<file path="config.mk">
export PLATFORM = sky130hd
export DESIGN_NAME = hbe_div
export DESIGN_NICKNAME = d
export VERILOG_FILES = /design/src/rtl/hbe_pkg.sv /design/src/rtl/hbe_div.sv
export SDC_FILE = /design/constraint.sdc
export NUM_CORES = 1
export LEC_CHECK = 0
export CORE_MARGIN = 3
export CORE_UTILIZATION = 50
export DETAILED_ROUTE_END_ITERATION = 8
export DONT_BUFFER_PORTS = 1
export GPL_ROUTABILITY_DRIVEN = 0
export PLACE_DENSITY = 0.69
export SYNTH_ARGS = -nofsm -noshare
export SYNTH_HDL_FRONTEND = slang
export SYNTH_SLANG_ARGS = --single-unit
</file>
<file path="constraint.sdc">
create_clock -name clk -period 6.34 [get_ports clk]
set_clock_uncertainty 0.1 [all_clocks]
set_input_delay 0.317 -clock clk [delete_from_list [all_inputs] [get_ports clk]]
set_output_delay 0.317 -clock clk [all_outputs]
set_load 0.005 [all_outputs]
</file>
<file path="src/rtl/hbe_pkg.sv">
`default_nettype none

package hbe_pkg;

  // store geometry and field widths
  localparam int MAX_LEVELS = 1024;
  localparam int BIN_AW     = $clog2(MAX_LEVELS);
  localparam int CNT_W      = 32;
  localparam int DATA_W     = 32;
  localparam int LVL_W      = 11;
  localparam int QUO_W      = 11;
  localparam int PROD_W     = DATA_W + LVL_W;
  localparam int CFG_IDX_W  = 2;

  // op codes
  localparam logic [1:0] OP_CLEAR = 2'd0;
  localparam logic [1:0] OP_ADD   = 2'd1;
  localparam logic [1:0] OP_READ  = 2'd2;

  // result classes
  localparam logic [1:0] CLS_IN    = 2'd0;
  localparam logic [1:0] CLS_UNDER = 2'd1;
  localparam logic [1:0] CLS_OVER  = 2'd2;
  localparam logic [1:0] CLS_UNDEF = 2'd3;

  // configuration register indexes
  localparam logic [CFG_IDX_W-1:0] CFG_LOWER = 2'd0;
  localparam logic [CFG_IDX_W-1:0] CFG_UPPER = 2'd1;
  localparam logic [CFG_IDX_W-1:0] CFG_LEVEL = 2'd2;
  localparam logic [CFG_IDX_W-1:0] CFG_ABS   = 2'd3;

  typedef struct packed {
    logic [1:0]               op;
    logic signed [DATA_W-1:0] sample;
    logic                     undefined;
    logic [BIN_AW-1:0]        bin_select;
  } hbe_in_t;

  typedef struct packed {
    logic [1:0]        bin_class;
    logic [BIN_AW-1:0] bin_index;
    logic [CNT_W-1:0]  bin_count;
    logic [CNT_W-1:0]  under_count;
    logic [CNT_W-1:0]  over_count;
    logic [CNT_W-1:0]  undefined_count;
  } hbe_out_t;

  // status from the bin divider
  typedef struct packed {
    logic             done;
    logic [QUO_W-1:0] quot;
  } hbe_div_sts_t;

endpackage

`default_nettype wire

</file>
<file path="src/rtl/hbe_div.sv">
`default_nettype none

module hbe_div (
  input  logic                         clk,
  input  logic                         rst_n,
  input  logic                         start,
  input  logic [hbe_pkg::DATA_W-1:0]   num,
  input  logic [hbe_pkg::DATA_W-1:0]   den,
  input  logic [hbe_pkg::LVL_W-1:0]    lvl,
  output hbe_pkg::hbe_div_sts_t        sts
);

  localparam logic [1:0] D_IDLE = 2'd0;
  localparam logic [1:0] D_MUL  = 2'd1;
  localparam logic [1:0] D_ITER = 2'd2;
  localparam int STEP_W = $clog2(hbe_pkg::QUO_W);

  logic [1:0]                  phase_r;
  logic [hbe_pkg::DATA_W-1:0]  num_r;
  logic [hbe_pkg::DATA_W-1:0]  den_r;
  logic [hbe_pkg::LVL_W-1:0]   lvl_r;
  logic [hbe_pkg::DATA_W-1:0]  rem_r;
  logic [hbe_pkg::QUO_W-1:0]   low_r;
  logic [hbe_pkg::QUO_W-1:0]   q_r;
  logic [STEP_W-1:0]           step_r;
  logic                        done_r;

  logic [hbe_pkg::PROD_W-1:0]  prod;
  logic [hbe_pkg::DATA_W:0]    trial;
  logic [hbe_pkg::DATA_W:0]    diff;
  logic                        ge;

  // scaled numerator, then one quotient bit per cycle
  assign prod  = hbe_pkg::PROD_W'(num_r) * hbe_pkg::PROD_W'(lvl_r);
  assign trial = {rem_r, low_r[hbe_pkg::QUO_W-1]};
  assign diff  = trial - {1'b0, den_r};
  assign ge    = (trial >= {1'b0, den_r});

  always_ff @(posedge clk) begin
    if (!rst_n) begin
      phase_r <= D_IDLE;
      done_r  <= 1'b0;
    end else begin
      // completion flag for the cycle after the last quotient bit
      done_r <= !start && (phase_r == D_ITER)
                && (step_r == STEP_W'(hbe_pkg::QUO_W - 1));
      if (start) begin
        num_r   <= num;
        den_r   <= den;
        lvl_r   <= lvl;
        phase_r <= D_MUL;
      end else begin
        unique case (phase_r)
          D_MUL: begin
            // quotient fits QUO_W bits, so the top part is already below den
            rem_r   <= prod[hbe_pkg::PROD_W-1:hbe_pkg::QUO_W];
            low_r   <= prod[hbe_pkg::QUO_W-1:0];
            q_r     <= '0;
            step_r  <= '0;
            phase_r <= D_ITER;
          end
          D_ITER: begin
            rem_r  <= ge ? diff[hbe_pkg::DATA_W-1:0] : trial[hbe_pkg::DATA_W-1:0];
            low_r  <= {low_r[hbe_pkg::QUO_W-2:0], 1'b0};
            q_r    <= {q_r[hbe_pkg::QUO_W-2:0], ge};
            step_r <= step_r + STEP_W'(1);
            if (step_r == STEP_W'(hbe_pkg::QUO_W - 1)) begin
              phase_r <= D_IDLE;
            end
          end
          default: phase_r <= D_IDLE;
        endcase
      end
    end
  end

  assign sts.done = done_r;
  assign sts.quot = q_r;

`ifndef ASSERT_OFF
  // remainder stays below the divisor through the iterations
  a_rem_below_den: assert property (@(posedge clk) disable iff (!rst_n)
    phase_r == D_ITER |-> rem_r < den_r)
    else $error("hbe_div: remainder not below divisor");

  // sample never lies above the upper limit, so the bin never exceeds levels
  a_quot_bound: assert property (@(posedge clk) disable iff (!rst_n)
    done_r |-> q_r <= lvl_r)
    else $error("hbe_div: quotient above level count");

  // a new division only starts on an idle unit
  a_start_idle: assert property (@(posedge clk) disable iff (!rst_n)
    start |-> phase_r == D_IDLE)
    else $error("hbe_div: start while busy");
`endif

endmodule

`default_nettype wire

</file>
Yosys cells after proc, flatten, opt, wreduce, memory -nomap -nowiden
Index checks and enable logic that the tools add are counted.
Storage, ports and cells
  flip-flop bits (word level): 136
  input bits: 78
  logic and storage cells: 36
  output and inout port bits: 12
Operators by class
  reduce and logical (&&, ||, !) cells: 7
  multiplexer cells: 8
  $add $sub $neg: 2
  $lt $le $gt $ge: 1
  eq/ne operators: 5
  $mul: 1
  bitwise gates (word level): 2
Operators by type and width (number)
  one-hot mux 32 bit (2 select lines): 1
  one-hot mux 11 bit (2 select lines): 2
  multiplier 32 x 11 -> 43 bit: 1
  greater-or-equal comparator 33 x 32 -> 1 bit: 1
  2-to-1 mux 32 bit: 1
  subtractor 32 bit: 1
  one-hot mux 4 bit (2 select lines): 1
  adder 4 x 1 -> 4 bit, second input constant: 1
  equality test 4 bit, second input constant: 1
  one-hot mux 2 bit (2 select lines): 1
  != test 3 x 2 -> 1 bit, second input constant: 1
  AND reduction 3 bit: 1
  equality test 2 x 1 -> 1 bit, second input constant: 1
  equality test 2 bit, second input constant: 1
  logical AND 1 bit: 2
  2-to-1 mux 2 bit: 1
  != test 2 x 1 -> 1 bit, second input constant: 1
  inverter 1 bit: 2
  AND reduction 2 bit: 1
  nonzero test 2 bit: 1
  OR reduction 2 bit: 1
  logical NOT 1 bit: 1
  2-to-1 mux 1 bit: 1

Logic depth before layout (Yosys ltp)
Gate-level depths: netlist of run 1.
  depth in word-level cells: 4
  gate-level depth with buffers: 23
  gate-level depth less buffers: 21

Least setup slack after synthesis of run 1
No wires, ideal clock.
  path kind: register to register
  start point: reg lvl_r[5] in the netlist's numbering
  end point: reg rem_r[31] in the netlist's numbering, data pin
  buffers on the path: 2
  setup time: 254 ps
  slack: 421 ps
  required time: 5986 ps
  data arrival time: 5565 ps
  period minus slack after synthesis: 5919 ps
  cell stages (with the launch flop): 22
  cells stage by stage: edfxtp_1 -> clkbuf_1 -> nand2_1 -> fa_1 -> inv_1 -> fa_1 -> fa_1 -> fa_1 -> inv_1 -> fa_1 -> inv_1 -> ha_1 -> clkbuf_1 -> a2111oi_2 -> o21ai_1 -> a221oi_1 -> a21boi_0 -> o21bai_2 -> o21bai_1 -> a311oi_1 -> mux2i_1 -> o21a_1
On the way
  cells in the longest elaborated chain, start to end: 2
Ends and longest elaborated chain
  start: declaration: RTL line hbe_div.sv:21  | logic [hbe_pkg::LVL_W-1:0] lvl_r;
  start signal: assignment: RTL line hbe_div.sv:50  | lvl_r <= lvl;
  multiplier 32 x 11 -> 43 bit: RTL line hbe_div.sv:34  | assign prod = hbe_pkg::PROD_W'(num_r) * hbe_pkg::PROD_W'(lvl_r);
  one-hot mux 32 bit (2 select lines): RTL line hbe_div.sv:53  | unique case (phase_r)
  end signal: assignment: RTL line hbe_div.sv:56  | rem_r <= prod[hbe_pkg::PROD_W-1:hbe_pkg::QUO_W];
  end signal: assignment: RTL line hbe_div.sv:63  | rem_r <= ge ? diff[hbe_pkg::DATA_W-1:0] : trial[hbe_pkg::DATA_W-1:0];
  end: declaration: RTL line hbe_div.sv:22  | logic [hbe_pkg::DATA_W-1:0] rem_r;
No other way between the ends.
A chain may end at the register's enable or synchronous reset.

Final worst setup path of run 1
  start point: reg lvl_r[10] in the netlist's numbering
  end point: reg rem_r[31] in the netlist's numbering, data pin
Same word-level chain as after synthesis.

==> results.md, run 1 <==
* Share of layout cells above drive strength 1 at 0.06365
* CTS H-tree lvls at 4
* GRT Residual Overflow at 0
* DR WL/cell at roughly 18 um
* Period utilization at 0.9503
* Ant diodes at 0
* Ys async rst share at 0
* Part of the Yosys area used for sequential elements at 0.2258
* Detailed placement HPWL at 32.62 mm
* CP Capture Type: register
* DR vias/cell at 5.449
* Filler cell count at 2,986
* Iteration-0 DRC Markers at 1,089
* Max cap viols at 0
* Die Span Y at between 150 and 200 um
* Worst-Skew Late Latency at 0.45 ns
* CP most frequent cell: fa_1
* Critical Path AT at 6.25 ns
* FF/Latch Area at 4054 um2
* Die width at 195.5 um
* Top-area cell type share of the netlist area at 0.3010
* Post-Syn Area per Cell at 9.516 um2
* DRC at 0
* Final layout net count at around 2.4k
* Final Slew Violations at 0
* CTS tree: done
* Top Ports at 90
* WHS at 0.05495 ns
* Synth top area cells: fa_1 (30%), edfxtp_1 (22%), ha_1 (8.2%)
* Pre-antenna DRT Iters at 6
* Critical Path Max Stage Delay at 0.60 ns
* CP Cell Sequence: buf_4, and2_1, fa_1, fa_1, fa_1, fa_1, inv_1, fa_1, inv_1, ha_1, a21oi_1, o21ai_1, a221oi_2, a21boi_0, o21bai_2, o21bai_1, a311oi_2, mux2i_1, o21a_1
* Largest net degree at the start of global routing at 77
* EDFF count, synth at approximately 130
* Achievable frequency at 0.1660 GHz
* IO Port Bufs at 0
* Slew HR at 0.3443
* Buf+Inv Stages, Crit Path at 3
* Count of state elements after synthesis at 136
* Crit path max fanout at 21
* Multi-input logic area at between 10,000 and 15,000 um2
* Final setup fails at 0
* Vias in the first global route at about 14k
* Drt total wl at ~43 mm
* CP top delay family: adder cells
* Row cnt at 68
* CTS sink cnt at 136
* First-pass GRT wire length at 71.91 mm
* CP required at 6.56 ns
* Slowest cell on crit path: fa_1
* CTS clk-pin slew, worst paths at 0.08 ns
* Final Hold Fails at 0
* Mapped Cells at 1,887
* Starting Density at 0.5135
* Crit path time final at 6.025 ns
* Syn_nets at 2,352
* Total track usage at 0.2334
* Main flop type after synthesis: edfxtp_1
* Synthesis Warnings at 0
* Least-Margin Pin Slew at between 0.9 and 1 ns
* Final ANT Viol Nets at 0
* Status: finished clean
* Core Area at 34,970 um2
* Netlist cell types at 71
* Total CTS buffers at 17
* Vias at 13.18k
* CP Class: register to register
* Max Buffers Root-to-Sink at 2
* CP Launch Type: register
* Syn Std Cell Area at 17,960 um2
* Area Growth Syn to Fin at 12.23%
* Hold/Removal Path Class: input port to register
* Initial antenna violation count at 0
* Clock Root Buffer: clkbuf_16
* Top cell type by total area after synthesis: fa_1
* Die area at 38,220 um2
==> sequential cells by signal, indices dropped and copies added, names as in the netlist <==
| register | flops |
|---|---|
| den_r | 32 |
| done_r | 1 |
| low_r | 11 |
| lvl_r | 11 |
| num_r | 32 |
| phase_r | 2 |
| q_r | 11 |
| rem_r | 32 |
| step_r | 4 |
==> placed cells by master (no fill, tap or decap), types with 17 or more instances in the layout <==
master	n
inv_1	326
o21ai_0	60
ha_1	113
xor2_1	26
and2_1	162
xnor2_1	33
buf_4	49
clkbuf_16	17
a21o_1	33
o211ai_1	17
nand2_1	279
fa_1	270
o21bai_1	18
edfxtp_1	133
dlygate4sd3_1	77
a21oi_1	78
nor2_1	51
==> per-layer routing <==
metal / vias up / track usage / routed length, um
met1: 6503 / 0.3307 / 19630
met4: 0 / 0.07499 / 1019
li1: 6165 / - / -
met3: 65 / 0.04572 / 2882
met5: - / 0 / 0
met2: 449 / 0.3643 / 19290
==> kinds of logic (layout without fill, tap and decap cells) <==
kind of cell / Yosys count / count (layout) / synth area share
flops: 136 / 136 / 0.2258
xor+xnor: 59 / 59 / 0.02878
buf+inv: 415 / 492 / 0.08829
simple gates: 587 / 587 / 0.1593
compound gates: 288 / 288 / 0.1067
fa+ha+maj: 387 / 387 / 0.3826
mux: 15 / 15 / 0.008641
==> worst paths after layout <==
kind              start          to  slack, ns  depth (start not counted)
min reg2reg  phase_r[1]  phase_r[1]       0.41                          2
min               start  phase_r[1]       0.05                          2
max reg2reg   lvl_r[10]   rem_r[31]       0.32                         19
max           lvl_r[10]   rem_r[31]       0.32                         19
==> cell usage after synthesis, drive strengths merged, types with 3 or more instances <==
cell type and count:
a31oi 10, o22ai 3, and2 163, o31a 4, mux2 4, xnor2 33, a211oi 11, xor2 26
or3 10, edfxtp 133, nor2b 13, nor2 53, a221oi 3, ha 117, nand4 12, and3 7
a311oi 3, a21oi 83, mux2i 11, and4 3, nor3 16, a2111oi 5, fa 270, o211ai 17
a21o 33, buf 11, inv 326, clkbuf 78, o21bai 20, nand3 14, o21a 9, nand2b 10
o21ai 65, nand2 279, a211o 5, dfxtp 3
==> through the flow <==
step | utilization | std cells | setup TNS [ns] | area (um2) | setup slack [ns]
2_1_floorplan | - | 1887 | 0 | 17960 | 0.4209
4_1_cts | 0.5697 | 2399 | 0 | 19920 | 0.01039
5_1_grt | 0.5763 | 2419 | -0.01171 | 20150 | -0.01171
6_report | 0.5763 | 2419 | 0 | 20150 | 0.3152
3_5_place_dp | 0.5295 | 2290 | 0 | 18520 | 0.04636
3_3_place_gp | 0.5295 | 2290 | 0 | 18520 | 0.1462
==> timing repair <==
item                                   4_1_cts  5_1_grt
setup endpoints to repair                    0       17
endpoints found under the hold margin       77        0
hold buffers                                77        0
gates resized for setup                      0       16
setup buffers                                0       20
==> final cells by class <==
cell class                      count  share of cell area
Inverter                          326             0.06072
Clock buffer                       19             0.02248
Tap cell                          455             0.02825
Sequential cell                   136              0.2012
Timing Repair Buffer              134             0.06308
Multi-Input combinational cell   1336              0.6153
Clock inverter                     13            0.009003
Power of run 1 is left out: the tool's default activity adds up to more than one toggle a clock period on the data nets, which glitch-free logic cannot reach.
==> run 2, diff against run 1 <==
--- a/config.mk
+++ b/config.mk
@@ -5,12 +5,12 @@
 export SDC_FILE = /design/constraint.sdc
 export NUM_CORES = 1
 export LEC_CHECK = 0
+export BUFFER_PORTS_ARGS = -buffer_cell sky130_fd_sc_hd__buf_2
 export CORE_MARGIN = 3
 export CORE_UTILIZATION = 50
 export DETAILED_ROUTE_END_ITERATION = 8
-export DONT_BUFFER_PORTS = 1
 export GPL_ROUTABILITY_DRIVEN = 0
-export PLACE_DENSITY = 0.69
+export PLACE_DENSITY = 0.68
 export SYNTH_ARGS = -nofsm -noshare
 export SYNTH_HDL_FRONTEND = slang
 export SYNTH_SLANG_ARGS = --single-unit
==> constraint.sdc (replaced) <==
create_clock -name clk -period 5.7 [get_ports clk]
set_clock_uncertainty 0.1 [all_clocks]
set_input_delay 0.285 -clock clk [delete_from_list [all_inputs] [get_ports clk]]
set_output_delay 0.285 -clock clk [all_outputs]
set_load 0.005 [all_outputs]
==> run 2 against run 1 <==
Compared with the run above: non-clock buffer count increased by 217; critical path type unchanged; via count increased by 4.7%; first-iteration DRC count decreased by 14%; fmax increased by 3.5%; hold slack improved by 0.075 ns; the run now ends with setup timing left; setup slack got worse by 0.44 ns; highest routed layer unchanged; register-to-register slack got worse by 0.44 ns; flip-flop and latch count unchanged.
==> results.md, run 2 (synthesis gave the netlist of run 1 again) <==
* Drt total wl at 43.28 mm
* First-pass GRT wire length at 73.02 mm
* Row cnt at 68
* Hold path cells at 3
* Die area at 38,220 um2
* Core Area at 34,970 um2
* Area Growth Syn to Fin at 21.85%
* Total track usage at 0.2353
* Final layout net count at 2,633
* DR WL/cell at 16.42 um
* Clock Root Buffer: clkbuf_16
* CP required at between 5 and 6 ns
* Die Span Y at approximately 200 um
* DR vias/cell at 5.233
* CP most frequent cell: fa_1
* Detailed placement HPWL at 33.52 mm
* CP Capture Type: register
* CP top delay family: adder cells
* Pre-antenna DRT Iters at 5
* Status: complete, but fails checks
* Crit path time final at 5.820 ns
* IO Port Bufs at between 80 and 90
* Final setup fails at 9
* Hold endpoint: phase_r[1]
* Reg2reg setup slack at -0.12 ns
* CTS tree: done
* Achievable frequency at 0.1718 GHz
* Critical Path Max Stage Delay at 0.57 ns
* Setup repair after global routing missed its margin: yes
* Starting Density at 0.5135
* CP Cell Sequence: buf_6, buf_6, nand2_1, fa_1, inv_1, fa_1, fa_1, fa_1, inv_1, fa_1, inv_2, ha_4, nand2_2, or3_4, o22ai_2, a21oi_2, a21oi_2, a21oi_2, buf_4, o31a_1, o211a_1, a221oi_2
* Least-Margin Pin Slew at 0.8875 ns
* CP Launch Type: register
* Min-Delay Startpoint: start
* Most common cell after layout, fill and taps aside: inv_1
* Hold/Removal Path Class: input port to register
* FF/Latch Area at around 4100 um2
* Worst r2r path cells at 22
* Final Hold Fails at 0
* CTS sink cnt at ~140
* CTS H-tree lvls at 4
* DRC at 0
* Crit path max fanout at 6
* CTS clk-pin slew, worst paths at 0.06 ns
* Final ANT Viol Nets at 0
* Share of layout cells above drive strength 1 at 0.1751
* Reg2Reg Capture Point: rem_r[30]
* Period utilization at 1.021
* Ant diodes at 0
* Critical Path AT at approximately 6.0 ns
* Final Slew Violations at 0
* Worst-Skew Late Latency at 0.45 ns
* Slack of the critical path at -0.1203 ns
* Slowest cell on crit path: fa_1
* Slew HR at 0.4077
* Largest net degree at the start of global routing at 77
* Failing checks: setup timing
* Total CTS buffers at 17
* Buf+Inv Stages, Crit Path at 6
* Iteration-0 DRC Markers at 934
* CP Class: register to register
* Initial antenna violation count at 0
* Setup TNS at -0.3689 ns
* Top flop regs: den_r x32, num_r x32, rem_r x32
* Vias in the first global route at 14.45k
* GRT Residual Overflow at 0
* Reg-to-Reg Start: lvl_r[7]
* Die width at 195.5 um
* Max Buffers Root-to-Sink at 2
* Most frequent cells in the layout: inv_1 (324), nand2_1 (272), fa_1 (267), and2_1 (161), buf_4 (160)
* Vias at about 14k
* Max cap viols at 0
* Multi-input logic area at 12,630 um2
* Filler cell count at 2,875
* Top Ports at 90
==> run 2: cell type report <==
cell class,instances,share of cell area
Inverter,326,0.05593
Timing Repair Buffer,351,0.1268
Multi-Input combinational cell,1336,0.5774
Clock inverter,13,0.008807
Clock buffer,19,0.01979
Sequential cell,136,0.1853
Tap cell,455,0.02602
==> run 2: through the flow <==
step	worst slack (ns)	area, um2	util	hold WS (ns)	std cells
finish	-0.1203	21880	0.6257	0.1302	2636
global route	-0.3407	21880	0.6257	0.1240	2636
CTS	-0.07678	21560	0.6165	0.09668	2617
detailed placement	-0.2425	19890	0.5687	0.3631	2496
global placement	-0.1780	19890	0.5687	0.3610	2496
floorplan	0.01164	18000	-	0.2839	1887
==> run 2: worst max-delay path by stage <==
stage / start / to / slack (ns) / depth (start not counted)
2_1_floorplan: lvl_r[7] / rem_r[22] / 0.01 / 21
3_5_place_dp: num_r[3] / rem_r[31] / -0.24 / 21
3_3_place_gp: lvl_r[7] / rem_r[22] / -0.18 / 21
5_1_grt: num_r[6] / rem_r[30] / -0.34 / 23
4_1_cts: lvl_r[7] / rem_r[30] / -0.08 / 22
6_report: lvl_r[7] / rem_r[30] / -0.12 / 22
==> run 2: layer usage <==
layer	wire length (um)	vias up	global-route usage
li1	-	6606	-
met1	20000	6710	0.3385
met2	19910	417	0.3697
met3	2525	62	0.04607
met4	839	0	0.05915
met5	0	-	0
==> run 2: what timing repair did <==
item	4_1_cts	5_1_grt
gates resized for setup	41	43
pin swaps	20	28
hold buffers	77	0
buffers inserted	12	17
endpoints found under the hold margin	76	0
endpoints found under the setup margin	19	24
cloned	0	2
==> run 2: tightest hold or removal path: stages <==
cell,delay [ns]
buf_2,0.10
nand2b_1,0.19
a21oi_1,0.05
Power of run 2 is left out for the same reason.
